$ cat config.mk
export PLATFORM = sky130hd
export DESIGN_NAME = pedestrian_traffic_light_controller_core
export DESIGN_NICKNAME = d
export VERILOG_FILES = /design/src/ptlc_pkg.sv /design/src/pedestrian_traffic_light_controller_core.sv
export SDC_FILE = /design/constraint.sdc
export NUM_CORES = 1
export LEC_CHECK = 0
export ABC_AREA = 1
export BUFFER_PORTS_ARGS = -buffer_cell sky130_fd_sc_hd__buf_4
export CORE_UTILIZATION = 57
export DETAILED_ROUTE_END_ITERATION = 12
export PLACE_DENSITY_LB_ADDON = 0.05
export SYNTH_ARGS = -nofsm -noshare
export SYNTH_HDL_FRONTEND = slang
export SYNTH_SLANG_ARGS = --single-unit
$ cat constraint.sdc
create_clock -name clk -period 7.9 [get_ports clk]
set_input_delay 1.185 -clock clk [delete_from_list [all_inputs] [get_ports clk]]
set_output_delay 1.185 -clock clk [all_outputs]
set_load 0.05 [all_outputs]
$ cat src/ptlc_pkg.sv
package ptlc_pkg;

  typedef enum logic [1:0] {
    PH_YELLOW  = 2'd0,
    PH_ALL_RED = 2'd1,
    PH_WALK    = 2'd2,
    PH_GREEN   = 2'd3
  } phase_t;

  typedef enum logic [1:0] {
    WP_COUNT = 2'd0,
    WP_BLINK = 2'd1,
    WP_CLEAR = 2'd2
  } walk_part_t;

  typedef enum logic [2:0] {
    REG_YELLOW     = 3'd0,
    REG_ALL_RED    = 3'd1,
    REG_WALK_START = 3'd2,
    REG_SECOND     = 3'd3,
    REG_BLINK      = 3'd4,
    REG_CLEAR      = 3'd5,
    REG_GREEN      = 3'd6,
    REG_LOCKOUT    = 3'd7
  } cfg_reg_t;

  // lamp vector bit positions
  localparam int unsigned LB_CAR_RED    = 0;
  localparam int unsigned LB_CAR_YELLOW = 1;
  localparam int unsigned LB_CAR_GREEN  = 2;
  localparam int unsigned LB_WALK_GREEN = 3;
  localparam int unsigned LB_WALK_RED   = 4;
  localparam int unsigned LB_LIT        = 5;

  localparam logic [5:0] LAMP_YELLOW = 6'b010010;
  localparam logic [5:0] LAMP_ALLRED = 6'b010001;
  localparam logic [5:0] LAMP_WALK   = 6'b101001;
  localparam logic [5:0] LAMP_GREEN  = 6'b010100;
  localparam logic [5:0] BLINK_MASK  = 6'b110000;

  localparam logic [2:0] TOGGLES   = 3'd6;
  localparam logic [6:0] COUNT_MAX = 7'd99;

  localparam logic [15:0] YELLOW_RST  = 16'd60;
  localparam logic [15:0] ALL_RED_RST = 16'd40;
  localparam logic [6:0]  WALK_RST    = 7'd20;
  localparam logic [7:0]  SECOND_RST  = 8'd20;
  localparam logic [7:0]  BLINK_RST   = 8'd10;
  localparam logic [7:0]  CLEAR_RST   = 8'd8;
  localparam logic [15:0] GREEN_RST   = 16'd100;
  localparam logic [15:0] LOCKOUT_RST = 16'd800;

  typedef struct packed {
    phase_t      phase;
    walk_part_t  part;
    logic [15:0] tick_cnt;
    logic [6:0]  count;
    logic [2:0]  toggles;
    logic [15:0] since;
    logic        adv;
    logic [5:0]  lamp;
  } ctl_state_t;

  // tens of a value below 100: v*205 >> 11
  function automatic logic [3:0] bcd_tens(input logic [6:0] v);
    logic [14:0] prod;
    prod = 15'({8'd0, v} * 15'd205);
    return prod[14:11];
  endfunction

  function automatic logic [3:0] bcd_ones(input logic [6:0] v);
    logic [6:0] tens10;
    tens10 = 7'({3'd0, bcd_tens(v)} * 7'd10);
    return 4'(v - tens10);
  endfunction

endpackage

$ cat src/pedestrian_traffic_light_controller_core.sv
// Channel  Direction  Handshake          Payload
// in_      input      in_valid/in_stall  in_press, in_tick
// out_     output     out_valid/out_stall car/walk lamps, digits, display_lit, phase_now
// cfg_     input      cfg_valid/cfg_ready cfg_index, cfg_data
//
// One request per cycle when not stalled: press and tick are folded into the phase
// state in a single combinational pass and the result lands in the output register.
// in_stall follows out_stall only while a result is held, so input and output
// move together at one item per clock while not stalled. cfg_ready is always high.
// rst_n (synchronous) restores register defaults and the car yellow phase.
module pedestrian_traffic_light_controller_core
  import ptlc_pkg::*;
#(
  parameter logic [2:0] BLINK_TOGGLES = TOGGLES
)
(
  input  logic        clk,
  input  logic        rst_n,
  input  logic        in_valid,
  output logic        in_stall,
  input  logic        in_press,
  input  logic        in_tick,
  output logic        out_valid,
  input  logic        out_stall,
  output logic        out_car_red,
  output logic        out_car_yellow,
  output logic        out_car_green,
  output logic        out_walk_green,
  output logic        out_walk_red,
  output logic [3:0]  out_tens_digit,
  output logic [3:0]  out_ones_digit,
  output logic        out_display_lit,
  output logic [1:0]  out_phase_now,
  input  logic        cfg_valid,
  output logic        cfg_ready,
  input  logic [2:0]  cfg_index,
  input  logic [15:0] cfg_data
);

  logic [15:0] yellow_r, all_red_r, green_r, lockout_r;
  logic [6:0]  walk_start_r;
  logic [7:0]  second_r, blink_r, clear_r;

  ctl_state_t st_r, st_nxt;
  logic       out_valid_r;
  logic [5:0] lamp_out_r;
  logic [3:0] tens_r, ones_r;
  phase_t     phase_out_r;
  logic       accept;

  assign cfg_ready = 1'b1;
  assign in_stall  = out_valid_r & out_stall;
  assign accept    = in_valid & ~in_stall;

  always_ff @(posedge clk) begin
    if (!rst_n) begin
      yellow_r     <= YELLOW_RST;
      all_red_r    <= ALL_RED_RST;
      walk_start_r <= WALK_RST;
      second_r     <= SECOND_RST;
      blink_r      <= BLINK_RST;
      clear_r      <= CLEAR_RST;
      green_r      <= GREEN_RST;
      lockout_r    <= LOCKOUT_RST;
    end else if (cfg_valid && cfg_ready) begin
      unique case (cfg_reg_t'(cfg_index))
        REG_YELLOW:     yellow_r     <= cfg_data;
        REG_ALL_RED:    all_red_r    <= cfg_data;
        REG_WALK_START: walk_start_r <= cfg_data[6:0];
        REG_SECOND:     second_r     <= cfg_data[7:0];
        REG_BLINK:      blink_r      <= cfg_data[7:0];
        REG_CLEAR:      clear_r      <= cfg_data[7:0];
        REG_GREEN:      green_r      <= cfg_data;
        REG_LOCKOUT:    lockout_r    <= cfg_data;
        default:        ;
      endcase
    end
  end

  function automatic ctl_state_t enter_phase(input ctl_state_t s, input phase_t p,
                                             input logic [6:0] start);
    ctl_state_t r;
    r          = s;
    r.phase    = p;
    r.tick_cnt = '0;
    r.adv      = 1'b0;
    r.part     = WP_COUNT;
    r.toggles  = '0;
    unique case (p)
      PH_YELLOW:  r.lamp = LAMP_YELLOW;
      PH_ALL_RED: r.lamp = LAMP_ALLRED;
      PH_WALK: begin
        r.lamp  = LAMP_WALK;
        r.count = (start > COUNT_MAX) ? COUNT_MAX : start;
      end
      default:    r.lamp = LAMP_GREEN;
    endcase
    return r;
  endfunction

  function automatic logic [15:0] phase_len(input ctl_state_t s);
    logic [15:0] len;
    unique case (s.phase)
      PH_YELLOW:  len = yellow_r;
      PH_ALL_RED: len = all_red_r;
      PH_GREEN:   len = green_r;
      default: begin
        if (s.part == WP_COUNT)      len = {8'd0, second_r};
        else if (s.part == WP_BLINK) len = {8'd0, blink_r};
        else                         len = {8'd0, clear_r};
      end
    endcase
    return len;
  endfunction

  always_comb begin
    st_nxt = st_r;

    // button press is handled before the tick
    if (in_press && st_nxt.since >= lockout_r) begin
      st_nxt.since = '0;
      if (st_nxt.phase != PH_WALK)
        st_nxt = enter_phase(st_nxt, phase_t'(st_nxt.phase + 2'd1), walk_start_r);
      else if (st_nxt.part != WP_COUNT && st_nxt.part != WP_BLINK)
        st_nxt = enter_phase(st_nxt, PH_GREEN, walk_start_r);
      else
        st_nxt.adv = 1'b1;
    end

    if (in_tick) begin
      if (st_nxt.since != 16'hFFFF)
        st_nxt.since = st_nxt.since + 16'd1;
      st_nxt.tick_cnt = st_nxt.tick_cnt + 16'd1;
      if (st_nxt.tick_cnt >= phase_len(st_nxt)) begin
        st_nxt.tick_cnt = '0;
        if (st_nxt.phase != PH_WALK) begin
          st_nxt = enter_phase(st_nxt, phase_t'(st_nxt.phase + 2'd1), walk_start_r);
        end else if (st_nxt.part == WP_COUNT) begin
          if (st_nxt.count != '0) begin
            st_nxt.count = st_nxt.count - 7'd1;
          end else if (st_nxt.adv) begin
            st_nxt = enter_phase(st_nxt, PH_GREEN, walk_start_r);
          end else begin
            // walk green off, red forced on, then the first toggle right away
            st_nxt.part    = WP_BLINK;
            st_nxt.lamp[LB_WALK_GREEN] = 1'b0;
            st_nxt.lamp[LB_WALK_RED]   = 1'b1;
            st_nxt.lamp    = st_nxt.lamp ^ BLINK_MASK;
            st_nxt.toggles = 3'd1;
          end
        end else if (st_nxt.part == WP_BLINK) begin
          if (st_nxt.toggles < BLINK_TOGGLES) begin
            st_nxt.lamp    = st_nxt.lamp ^ BLINK_MASK;
            st_nxt.toggles = st_nxt.toggles + 3'd1;
          end else begin
            st_nxt.lamp[LB_WALK_RED] = 1'b1;
            if (st_nxt.adv)
              st_nxt = enter_phase(st_nxt, PH_GREEN, walk_start_r);
            else
              st_nxt.part = WP_CLEAR;
          end
        end else begin
          st_nxt = enter_phase(st_nxt, PH_GREEN, walk_start_r);
        end
      end
    end
  end

  always_ff @(posedge clk) begin
    if (!rst_n) begin
      st_r.phase    <= PH_YELLOW;
      st_r.part     <= WP_COUNT;
      st_r.tick_cnt <= '0;
      st_r.count    <= '0;
      st_r.toggles  <= '0;
      st_r.since    <= 16'hFFFF;
      st_r.adv      <= 1'b0;
      st_r.lamp     <= LAMP_YELLOW;
      out_valid_r   <= 1'b0;
    end else begin
      if (accept) begin
        st_r        <= st_nxt;
        out_valid_r <= 1'b1;
      end else if (!out_stall) begin
        out_valid_r <= 1'b0;
      end
    end
  end

  always_ff @(posedge clk) begin
    if (accept) begin
      lamp_out_r  <= st_nxt.lamp;
      tens_r      <= bcd_tens(st_nxt.count);
      ones_r      <= bcd_ones(st_nxt.count);
      phase_out_r <= st_nxt.phase;
    end
  end

  assign out_valid       = out_valid_r;
  assign out_car_red     = lamp_out_r[LB_CAR_RED];
  assign out_car_yellow  = lamp_out_r[LB_CAR_YELLOW];
  assign out_car_green   = lamp_out_r[LB_CAR_GREEN];
  assign out_walk_green  = lamp_out_r[LB_WALK_GREEN];
  assign out_walk_red    = lamp_out_r[LB_WALK_RED];
  assign out_display_lit = lamp_out_r[LB_LIT];
  assign out_tens_digit  = tens_r;
  assign out_ones_digit  = ones_r;
  assign out_phase_now   = phase_out_r;

endmodule
### Word-level counts from Yosys, hierarchy flattened

Index checks and enable logic that the tools add are counted.

| storage, ports and cells | value |
|---|---|
| word-level logic and storage cells | 110 |
| output and inout port bits | 19 |
| bits of input ports | 26 |
| register bits | 165 |

| cells by class | value |
|---|---|
| magnitude comparators | 4 |
| reduce and logical (&&, ||, !) cells | 17 |
| eq/ne operators | 19 |
| $mul | 2 |
| add/sub/neg operators | 7 |
| mux-type cells | 35 |
| bitwise logic cells | 5 |

Operators by type and width:

| operator | count |
|---|---|
| 53-bit 2-to-1 mux | 7 |
| 26-bit 2-to-1 mux | 2 |
| 16-bit one-hot mux with 3 select lines | 1 |
| 46-bit 2-to-1 mux | 1 |
| 6-bit one-hot mux with 3 select lines | 2 |
| 16-bit by 1-bit adder with 16-bit output, second input constant | 2 |
| 16-bit >= comparator | 2 |
| 16-bit 2-to-1 mux | 2 |
| 7-bit 2-to-1 mux | 4 |
| 27-bit 2-to-1 mux | 1 |
| 20-bit 2-to-1 mux | 1 |
| 6-bit 2-to-1 mux | 3 |
| 17-bit 2-to-1 mux | 1 |
| 8-bit 2-to-1 mux | 2 |
| 16-bit inequality test, second input constant | 1 |
| 2-bit AND reduction | 8 |
| 7-bit by 8-bit multiplier with 15-bit output, second input constant | 1 |
| 3-bit equality test, second input constant | 4 |
| 2-bit by 1-bit equality test with 1-bit output, second input constant | 4 |
| 2-bit zero test | 4 |
| 7-bit greater-than comparator, second input constant | 1 |
| 7-bit nonzero test | 1 |
| 7-bit by 1-bit subtractor with 7-bit output, second input constant | 1 |
| 2-bit equality test, second input constant | 3 |
| 18 further kinds | 30 |

### Logic depth before layout (Yosys ltp)

| depth | value |
|---|---|
| word-level depth | 17 |
| mapped depth | 63 |
| depth with buffers taken out | 61 |

### Least setup slack after synthesis

No wires, ideal clock.

| path | value |
|---|---|
| kind | input to register |
| start | input port in_press |
| end | register ones_r[3] (netlist: out_ones_digit[3]) (data pin) |
| stages | 49 |
| path buffers | 5 |
| slack | -0.762 ns |
| arrival time | 8.409 ns |
| setup time | 0.253 ns |
| data required time | 7.647 ns |
| cell sequence | buf_6 > o211ai_2 > inv_1 > clkbuf_1 > nand2_1 > o21ai_0 > inv_1 > ha_1 > clkbuf_1 > clkinv_1 > clkbuf_1 > a22oi_1 > ha_1 > nand2_1 > o21ai_1 > nand2_1 > o211ai_1 > nand2_1 > (+13 left out) > fa_1 > inv_1 > ha_1 > a21oi_1 > a21oi_1 > a2111oi_0 > nand2_1 > nand2_1 > nand3_1 > nand2_1 > inv_1 > ha_1 > inv_1 > nand2_1 > nand2_1 > nand2_1 > nor2_1 > nor2_1 |

RTL lines:

| element | RTL line | RTL |
|---|---|---|
| start, declared | pedestrian_traffic_light_controller_core.sv:21 | `input logic in_press,` |
| end signal, assigned | pedestrian_traffic_light_controller_core.sv:194 | `ones_r <= bcd_ones(st_nxt.count);` |
| end, declared | pedestrian_traffic_light_controller_core.sv:47 | `logic [3:0] tens_r, ones_r;` |

==> impl_metrics.py <==
metrics = {
    "outcome": {
        "status": "finished with violations",
        "violations": "setup timing",
    },
    "global_route": {
        "antenna_found_initial": 1,
        "grt_pass1_vias": 9598,
        "grt_max_degree": 84,
        "grt.total_usage_pct": 33.30,
        "grt.overflow.total": 0,
        "grt_pass1_wl_um": 48070,
    },
    "logic_synthesis": {
        "synthFlopType": "dfxtp_1",
        "synth.distinct_cells": 58,
        "ys_warn_count": 0,
        "synth_top_family_by_area": "simple AND/OR/NAND/NOR gates",
        "synth_edf_count": 16,
        "synthAdderAreaFrac_pct": 11.37,
        "async_flop_share_pct": 0,
        "synth_nets": 1596,
        "synth_xor_area_share_pct": 1.600,
        "syn_area_um2": 10320,
        "yosysSeqAreaShare_pct": 33.55,
        "avgSynthCellArea_um2": 6.971,
        "yosys_register_bits": 165,
        "syn_inst": 1481,
        "yosys.area_share.simple_pct": 26.45,
        "synth.area.mux_share_pct": 0,
        "synth_compound_area_share_pct": 17.23,
    },
    "route": {
        "drt_iter0_markers": 875,
        "vias": 10601,
        "drc_errors": 0,
        "wl_per_cell_um": 16.72,
        "vias_per_cell": 5.642,
        "dr.pass1.iters": 6,
        "ant_nets": 0,
        "wl_um": 31410,
    },
    "sta": {
        "drv_slew": 0,
        "clock.fmax_mhz": 123.5,
        "fin_setup_tns_ns": -0.3601,
        "slew_headroom_pct": 17.21,
        "finalSetupViolations": 2,
        "grt_setup_unrepaired": "yes",
        "fin_skew_ns": 0.009390,
        "period_share_pct": 102.5,
        "setup_slack_ns": -0.1945,
        "finalHoldViolations": 0,
        "tightest_slew_ns": 1.237,
        "period_needed_ns": 8.094,
    },
    "clocking": {
        "h-tree-depth": 4,
        "cts_inserted_buffers": 17,
        "clk_latency_ns": 0.43,
        "cts_root_buf": "clkbuf_16",
        "cts_sinks": 165,
        "clock_path_buffers": 2,
        "clk_pin_slew_ns": 0.07,
        "tritoncts": "yes",
    },
    "run": {
        "max-cap-violations": 0,
    },
    "cells_and_area": {
        "fin_area_um2": 13120,
        "drive_above_1_share_pct": 23.40,
        "fillers": 1348,
        "diodes": 0,
        "finalNonFillerCells": 1879,
        "nets": 1756,
        "multi_input_comb_area_um2": 6432,
        "syn2layout_area_growth_pct": 27.05,
        "ff_latch_area_um2": 3472,
    },
    "floorplanning": {
        "row_count": 48,
        "io_pins": 45,
        "die_w_um": 136.6,
        "die_h_um": 136.6,
        "initial_core_util_pct": 59.07,
        "core_um2": 17480,
        "die-area_um2": 18650,
    },
    "placement": {
        "place_ws_ns": -0.5099,
        "dp.final_hpwl_um": 20790,
        "placed_cells": 1806,
        "placed_area_um2": 11630,
        "portBuffers": 43,
        "place_congestion": 0.9219,
    },
    "worst_setup_path": {
        "cp.arrival_ns": 8.29,
        "cp_max_fo": 6,
        "path_depth": 59,
        "r2r_end": "out_ones_digit[3]",
        "slowest_stage": "fa_1",
        "ff2ff_path_depth": 59,
        "worst_path_largest_cell_delay_ns": 0.57,
        "r2r-start": "st_r[10]",
        "rrSetupSlack_ns": -0.19,
        "cp-start-kind": "register",
        "crit_required_ns": 8.09,
        "cp_top_family": "adder cells",
        "path_common_cell": "nand2_2",
        "cp-end-kind": "register",
        "worst-path-buf-inv": 14,
        "worstSetupPathType": "reg2reg",
    },
    "power_and_ir_drop": {
        "peakVddDrop_v": 0.0006913,
        "powerDensity_nw_per_um2": 355.7,
        "leakage_nw": 6.220,
    },
    "min_path": {
        "min_from": "second_r[6]",
        "min_to": "second_r[6]",
        "hold_path_depth": 2,
        "hold_class": "reg2reg",
    },
}
## routing by layer
layer	global-route usage [%]	vias to the layer above	routed length (um)
met1	43.63	4897	13780
li1	-	5179	-
met2	53.47	432	14150
met3	6.333	91	2182
met5	0	-	11
met4	13.83	2	1286
## worst reg2reg max path, delay by kind of cell, from the launching register on
kind	cells	cell delay, ns
AOI/OAI and AO/OA	8	1.10
xor gates and xnor gates	1	0.24
adders and majority gates	9	2.64
buffers and inverters	14	1.23
DFF	1	0.34
and+or+nand+nor	27	2.31
## area by class of cell
| type | instances | share of cell area [%] |
|---|---|---|
| tap | 225 | 2.146 |
| clock buffer | 20 | 3.644 |
| timing repair buffer | 206 | 12.29 |
| sequential | 165 | 26.47 |
| inverter | 190 | 5.504 |
| multi-input combinational | 1061 | 49.04 |
| clock inverter | 12 | 0.9062 |
## cell families (layout without fill, tap and decap cells)
kind of cell	count (synthesis)	in the layout
xor gates and xnor gates	18	18
buffers and inverters	255	428
other	1	1
AOI/OAI and AO/OA	318	318
and+or+nand+nor	635	635
DFF	165	165
adders and majority gates	89	89
## cells in the mapped netlist (2+ instances only)
master | number | share of area, %
nor3_1 | 11 | 0.53
clkbuf_1 | 54 | 2.0
edfxtp_1 | 16 | 4.7
buf_6 | 5 | 0.55
a211oi_1 | 4 | 0.29
o21ai_2 | 2 | 0.17
nand2_4 | 4 | 0.44
a31oi_1 | 12 | 0.73
o21a_1 | 2 | 0.15
xor2_1 | 13 | 1.1
nand4_1 | 17 | 1.0
a21oi_1 | 93 | 4.5
nand2_1 | 277 | 10
o211ai_1 | 10 | 0.73
o21ai_0 | 155 | 7.5
o21ai_1 | 3 | 0.15
clkinv_1 | 4 | 0.15
a22o_1 | 3 | 0.25
inv_2 | 2 | 0.073
nor2_1 | 216 | 7.9
nor4_1 | 2 | 0.12
a221oi_1 | 7 | 0.59
ha_1 | 81 | 9.8
nand3_1 | 72 | 3.5
xnor2_1 | 4 | 0.34
o22ai_1 | 7 | 0.42
or2_2 | 3 | 0.18
a32o_1 | 3 | 0.29
nor2_2 | 4 | 0.24
nor3_2 | 3 | 0.29
fa_1 | 8 | 1.6
nand3_2 | 5 | 0.48
o221ai_1 | 7 | 0.59
buf_2 | 2 | 0.097
buf_4 | 2 | 0.15
nand2_2 | 14 | 0.85
dfxtp_1 | 149 | 29
a22oi_1 | 3 | 0.22
inv_1 | 183 | 6.7
## cells in the final DEF (no fill, tap or decap), types with 12 or more instances in the layout
master	n
a21oi_1	81
a31oi_1	12
buf_4	198
clkbuf_16	18
dfxtp_1	142
edfxtp_1	16
ha_1	56
ha_4	23
inv_1	166
inv_2	18
nand2_1	261
nand2_2	26
nand3_1	69
nand4_1	17
nor2_1	208
o21ai_0	147
xor2_1	13
## how the worst max path moves through the flow
stage,startpoint,slack [ns],endpoint
2_1_floorplan,in_press,-0.13,out_ones_digit[3]
3_3_place_gp,in_press,-0.24,out_ones_digit[3]
3_5_place_dp,in_press,-0.51,out_ones_digit[3]
4_1_cts,lockout_r[1],-0.16,out_ones_digit[3]
5_1_grt,lockout_r[5],-0.59,out_ones_digit[3]
6_report,st_r[10],-0.19,out_ones_digit[3]
## through the flow
step	hold WS [ns]	power [mW]	utilization [%]
finish	0.4569	4.666	75.05
global placement	0.4373	2.911	66.53
CTS	0.4593	4.256	73.17
detailed placement	0.4447	2.945	66.53
global route	0.4751	4.950	75.05
floorplan	0.4287	2.257	-
## sequential cells by signal, summed over array words and instances, names as in the netlist, 2 cells and up
| name | flops |
|---|---|
| st_r | 53 |
| walk_start_r | 7 |
| out_ones_digit | 4 |
| out_phase_now | 2 |
| lamp_out_r | 6 |
| yellow_r | 16 |
| lockout_r | 16 |
| green_r | 16 |
| all_red_r | 16 |
| second_r | 8 |
| clear_r | 8 |
| out_tens_digit | 4 |
| blink_r | 8 |
## report_power, final
part,leakage [nW],total [mW],switching [mW],internal (mW)
registers,1.38,0.988,0.0349,0.953
clock network,0.281,0.828,0.380,0.448
logic,4.56,2.85,1.57,1.28
total,6.22,4.67,1.98,2.68
## repair_timing
item | 4_1_cts | 5_1_grt
gates cloned | 0 | 0
hold buffers | 0 | 0
gates resized for setup | 63 | 63
buffers inserted | 30 | 11
pin swaps | 58 | 57
endpoints found under the setup margin | 5 | 7
Note: power is estimated with default switching activity, not from simulation.
